==> src/rtl/hd3d_pkg.sv <==
// Package with shared codes, widths and control structs of the Hausdorff distance block.
`timescale 1ns / 1ps

package hd3d_pkg;

  // Command codes carried on the input tuser.
  localparam logic [1:0] CMD_LOAD_FIRST  = 2'd0;
  localparam logic [1:0] CMD_LOAD_SECOND = 2'd1;
  localparam logic [1:0] CMD_COMPUTE     = 2'd2;

  // Result distance width and its saturation value.
  localparam int DIST_W = 25;
  localparam logic [DIST_W-1:0] DIST_MAX = {DIST_W{1'b1}};

  // Output tdata width: the distance filled up to whole bytes.
  localparam int OUT_DW = ((DIST_W + 7) / 8) * 8;

  // Commands from the controller to the datapath.
  typedef struct packed {
    logic scan_valid;   // a point pair is read this cycle
    logic scan_dir;     // 0: first set is the outer set, 1: second set is
    logic scan_first;   // pair opens a row of the inner scan
    logic scan_last;    // pair closes a row of the inner scan
    logic clear_worst;  // reset the running maximum
    logic sqrt_start;   // start the square root on the running maximum
  } hd3d_cmd_t;

  // Status from the datapath back to the controller.
  typedef struct packed {
    logic              pipe_busy;  // distance pipeline still holds pairs
    logic              sqrt_done;  // one-cycle pulse, root is ready
    logic [DIST_W-1:0] distance;   // saturated root
  } hd3d_status_t;

endpackage

==> src/rtl/hd3d_ctrl.sv <==
// Controller: load handshake, point counts, pair scan sequencing and result register.
`timescale 1ns / 1ps

module hd3d_ctrl
  import hd3d_pkg::*;
#(
  parameter int MAX_POINTS = 1024,
  parameter int AW         = (MAX_POINTS > 1) ? $clog2(MAX_POINTS) : 1
) (
  input  logic              clk,
  input  logic              rst,
  input  logic              in_valid,
  output logic              in_ready,
  input  logic [1:0]        in_cmd,
  output logic              wr_first,
  output logic              wr_second,
  output logic [AW-1:0]     wr_addr,
  output logic [AW-1:0]     outer_addr,
  output logic [AW-1:0]     inner_addr,
  output hd3d_cmd_t         cmd,
  input  hd3d_status_t      status,
  output logic              out_valid,
  input  logic              out_ready,
  output logic [DIST_W-1:0] out_distance,
  output logic              out_empty,
  output logic              out_overflowed
);

  localparam int CW = $clog2(MAX_POINTS + 1);
  localparam logic [CW-1:0] FULL = CW'(MAX_POINTS);

  typedef enum logic [2:0] {IDLE, SCAN, DRAIN, SQRT, RESULT} state_t;

  state_t        state;
  logic [CW-1:0] first_count, second_count;
  logic          overflow_seen, empty_flag;
  logic          dir;
  logic [AW-1:0] outer_idx, inner_idx;
  logic          clear_worst, sqrt_start;

  logic          accept, load_first, load_second;
  logic [CW-1:0] n_outer, n_inner;
  logic          row_last, outer_last;

  assign in_ready    = (state == IDLE);
  assign accept      = in_valid & in_ready;
  assign load_first  = accept && (in_cmd == CMD_LOAD_FIRST);
  assign load_second = accept && (in_cmd == CMD_LOAD_SECOND);

  assign wr_first  = load_first  && (first_count  != FULL);
  assign wr_second = load_second && (second_count != FULL);
  assign wr_addr   = load_first ? first_count[AW-1:0] : second_count[AW-1:0];

  assign n_outer    = dir ? second_count : first_count;
  assign n_inner    = dir ? first_count  : second_count;
  assign row_last   = (CW'(inner_idx) == n_inner - CW'(1));
  assign outer_last = (CW'(outer_idx) == n_outer - CW'(1));

  assign outer_addr = outer_idx;
  assign inner_addr = inner_idx;

  always_comb begin
    cmd.scan_valid  = (state == SCAN);
    cmd.scan_dir    = dir;
    cmd.scan_first  = (inner_idx == '0);
    cmd.scan_last   = row_last;
    cmd.clear_worst = clear_worst;
    cmd.sqrt_start  = sqrt_start;
  end

  always_ff @(posedge clk) begin
    if (rst) begin
      state         <= IDLE;
      first_count   <= '0;
      second_count  <= '0;
      overflow_seen <= 1'b0;
      empty_flag    <= 1'b0;
      dir           <= 1'b0;
      outer_idx     <= '0;
      inner_idx     <= '0;
      clear_worst   <= 1'b0;
      sqrt_start    <= 1'b0;
      out_valid     <= 1'b0;
    end else begin
      clear_worst <= 1'b0;
      sqrt_start  <= 1'b0;
      if (out_ready) begin
        out_valid <= 1'b0;
      end

      unique case (state)
        IDLE: begin
          if (wr_first) begin
            first_count <= first_count + CW'(1);
          end
          if (wr_second) begin
            second_count <= second_count + CW'(1);
          end
          if ((load_first && !wr_first) || (load_second && !wr_second)) begin
            overflow_seen <= 1'b1;
          end
          if (accept && (in_cmd == CMD_COMPUTE)) begin
            if ((first_count == '0) || (second_count == '0)) begin
              empty_flag <= 1'b1;
              state      <= RESULT;
            end else begin
              empty_flag  <= 1'b0;
              dir         <= 1'b0;
              outer_idx   <= '0;
              inner_idx   <= '0;
              clear_worst <= 1'b1;
              state       <= SCAN;
            end
          end
        end

        SCAN: begin
          if (!row_last) begin
            inner_idx <= inner_idx + AW'(1);
          end else begin
            inner_idx <= '0;
            if (!outer_last) begin
              outer_idx <= outer_idx + AW'(1);
            end else begin
              outer_idx <= '0;
              if (!dir) begin
                dir <= 1'b1;
              end else begin
                state <= DRAIN;
              end
            end
          end
        end

        DRAIN: begin
          if (!status.pipe_busy) begin
            sqrt_start <= 1'b1;
            state      <= SQRT;
          end
        end

        SQRT: begin
          if (status.sqrt_done) begin
            state <= RESULT;
          end
        end

        RESULT: begin
          if (!out_valid || out_ready) begin
            out_valid      <= 1'b1;
            out_distance   <= empty_flag ? '0 : status.distance;
            out_empty      <= empty_flag;
            out_overflowed <= overflow_seen;
            first_count    <= '0;
            second_count   <= '0;
            overflow_seen  <= 1'b0;
            state          <= IDLE;
          end
        end

        default: begin
          state <= IDLE;
        end
      endcase
    end
  end

endmodule

==> config.mk <==
export PLATFORM = sky130hd
export DESIGN_NAME = hd3d_ctrl
export DESIGN_NICKNAME = d
export VERILOG_FILES = /design/src/rtl/hd3d_pkg.sv /design/src/rtl/hd3d_ctrl.sv
export SDC_FILE = /design/constraint.sdc
export NUM_CORES = 1
export LEC_CHECK = 0
export ABC_CLOCK_PERIOD_IN_PS = 7000
export BUFFER_PORTS_ARGS = -buffer_cell sky130_fd_sc_hd__buf_2
export CAP_MARGIN = 0
export CORE_MARGIN = 3
export CORE_UTILIZATION = 50
export CTS_CLUSTER_SIZE = 24
export DETAILED_ROUTE_END_ITERATION = 8
export PLACE_DENSITY = 0.85
export SYNTH_ARGS = -nofsm -noshare
export SYNTH_HDL_FRONTEND = slang
export SYNTH_SLANG_ARGS = --single-unit
==> constraint.sdc <==
create_clock -name clk -period 7 [get_ports clk]
set_clock_uncertainty 0.2 [all_clocks]
set_input_delay 0.35 -clock clk [delete_from_list [all_inputs] [get_ports clk]]
set_output_delay 0.35 -clock clk [all_outputs]
set_load 0.1 [all_outputs]
==> flow_summary.json <==
{
  "netlist_area_mm2": 0.004772,
  "core_area_mm2": 0.009240,
  "slew_headroom_pct": 18.98,
  "cts.sinks": 78,
  "start_util_pct": 51.65,
  "die-height_um": 103.7,
  "clockBufferDepth": 2,
  "grt_antenna_before_repair": 0,
  "worstPathCellList": "mux2i_1, ha_1, xor2_1, xnor2_1, nor3_1, nand4_1, o41ai_2, nand2_1, o21ai_1, a21oi_1",
  "cp-startpoint": "dir",
  "grt_max_degree": 60,
  "syn-mean-instance-area_um2": 8.821,
  "rsz0062_at_grt": "no",
  "drive_gt1_share_pct": 22.28,
  "finalCritPeriodShare_pct": 64.24,
  "setup_viol": 0,
  "place_congestion": 0.9060,
  "yosys-top-cells-area": "dfxtp_1 (21%), edfxtp_1 (17%), xor2_1 (5.1%)",
  "synth_cell_types": 57,
  "cpPeakStageDelay_ns": 1.09,
  "clk_pin_slew_ns": 0.09,
  "r2r-start": "dir",
  "dr.pass1.iters": 5,
  "worstPathRequired_ns": 7.02,
  "hp-start": "status[26]",
  "synth_common_cells": "dfxtp_1 (51), nor2_1 (48), nand2_1 (32)",
  "htreeDepth": 3,
  "finalCriticalPeriod_ns": 4.497,
  "yosysWarnings": 0,
  "core.rowCount": 35,
  "synth_edf_count": 27,
  "tightest_slew_ns": 1.214,
  "grt_usage_pct": 21.96,
  "grt_pass1_wl_mm": 19.64,
  "powerDensity_mw_per_mm2": 269.2,
  "synth-seq-cells": 78,
  "status": "finished, final reports clean",
  "slowest_stage": "dfxtp_2",
  "hold_buffers": 0,
  "ios": 100,
  "die_w_um": 103.7,
  "min-delay-path-class": "input pin to register",
  "async_reset_ff_share_pct": 0,
  "synth.net_count": 583,
  "die_area_mm2": 0.01075,
  "drtIter0Drc": 368,
  "clock_latency_ns": 0.37,
  "critical_path.max_fanout": 59,
  "dp_hpwl_mm": 8.419,
  "cp-end-kind": "register",
  "viasPerCell": 5.718,
  "numCtsBuffers": 9,
  "cts_tree": "built",
  "cap_violations": 0,
  "place_ws_ns": 2.577,
  "yosysTopAreaCell": "dfxtp_1",
  "slew_violations": 0,
  "r2r_end": "outer_addr[5]",
  "path_class": "register to register",
  "hold_violations": 0,
  "fmax_ghz": 0.2224,
  "routedWlPerCell_um": 15.87,
  "synth_top_area_share_pct": 21.39,
  "io_buffers": 99,
  "synth_seq_area_share_pct": 38.38,
  "diodes": 0,
  "r2r_cells": 10,
  "utilization_pct": 58.85,
  "dominantRegCellSynth": "dfxtp_1",
  "synthCells": 541,
  "drtAntennaViolNets": 0,
  "grt_pass1_vias": 4013,
  "setup_tns_ns": 0,
  "vdd_drop_max_uv": 182.7,
  "arrival_ns": 4.51,
  "overflow": 0,
  "area_delta_synth_final_pct": 13.95,
  "final_nets": 652,
  "synth.most_common_cell": "dfxtp_1",
  "setup_slack_ns": 2.503,
  "r2r_setup_slack_ns": 2.50,
  "wirelength_mm": 11.81,
  "root_buffer": "clkbuf_8",
  "vias": 4254,
  "endpoint": "outer_addr[5]",
  "post_cts_resized": 0,
  "drc": 0,
  "cts_setup_buffers": 0,
  "start_kind": "register",
  "power_leakage_nw": 2.123
}
==> metal layers <==
layer	vias up	track usage [%]	share of wire [%]
met1	1955	28.44	43
met5	-	0	0
met4	0	7.692	2.5
met2	199	36.36	47
li1	2066	-	-
met3	34	4.798	7.8
==> layout make-up <==
cell class / count / area, um^2
fill: 791 / 3802
multi-input combinational: 407 / 2699
sequential: 78 / 1833
timing repair buffer: 100 / 503.0
tap: 129 / 161.4
clock buffer: 9 / 123.9
clock inverter: 7 / 65.06
inverter: 14 / 52.55
==> worst min path at each step <==
stage / end / slack [ns] / cells after the start
global route: out_distance[17] / 0.06 / 2
global placement: out_overflowed / 0.22 / 0
detailed placement: out_overflowed / 0.22 / 0
floorplan: out_overflowed / 0.21 / 0
finish: sqrt_start / 0.05 / 3
CTS: sqrt_start / 0.04 / 3
==> placed cells by master, fill, tap and decap left out, types with 3 or more instances in the layout <==
cell type | netlist | routed
o21ai_0 | 28 | 28
nand2_1 | 32 | 32
clkbuf_8 | 0 | 9
o211ai_1 | 3 | 3
nand2b_1 | 7 | 7
mux2_2 | 10 | 10
nor4_1 | 10 | 10
dfxtp_1 | 51 | 50
nor3_1 | 20 | 20
mux2i_1 | 24 | 24
a21oi_1 | 27 | 27
ha_1 | 9 | 9
xnor2_1 | 25 | 25
inv_1 | 14 | 14
or4_1 | 3 | 3
nor3b_1 | 7 | 7
nand3_1 | 15 | 15
buf_2 | 9 | 99
xor2_1 | 28 | 28
nand4_1 | 15 | 15
edfxtp_1 | 27 | 27
inv_6 | 0 | 3
and3_1 | 9 | 9
nor2b_1 | 28 | 28
nor2_1 | 48 | 47
nor4b_1 | 3 | 3
or3_1 | 19 | 19
==> stage by stage <==
stage | hold WS, ns | power [mW] | cells | instance area (um^2)
floorplan | 0.2087 | 1.044 | 541 | 4772
global placement | 0.2169 | 1.122 | 728 | 5249
detailed placement | 0.2249 | 1.133 | 728 | 5249
CTS | 0.03593 | 1.469 | 744 | 5438
global route | 0.06304 | 1.533 | 744 | 5438
finish | 0.04850 | 1.464 | 744 | 5438
==> logic make-up (layout without fill, tap and decap cells) <==
kind of cell               count (synthesis)  count (layout)  synth area share [%]
and+or+nand+nor                          228             228                 25.80
AOI/OAI and AO/OA                         82              82                 10.75
DFF                                       78              78                 38.38
buffers and inverters                     56             130                 5.113
xor gates and xnor gates                  53              53                 9.727
muxes                                     35              35                 7.866
adders and majority gates                  9               9                 2.360
==> registers in the layout (all words and copies together), names as in the netlist, 3 cells and up <==
name / cells
out_distance: 25
first_count: 11
second_count: 11
inner_addr: 10
outer_addr: 10
state: 3
==> where the power goes <==
part	leakage [nW]	switching (mW)	internal (mW)	total, mW
sequential	0.658	0.0493	0.512	0.561
clock	0.0947	0.197	0.138	0.335
combinational	1.37	0.423	0.145	0.568
total	2.12	0.669	0.795	1.46
==> critical path: cells and delay by family, from the launching register on <==
family	cells	cell delay (ns)
mux	1	0.38
fa+ha+maj	1	0.26
flops	1	1.09
xor+xnor	2	0.30
compound gates	3	1.40
simple gates	3	0.71
(Power assumes the default switching activity.)
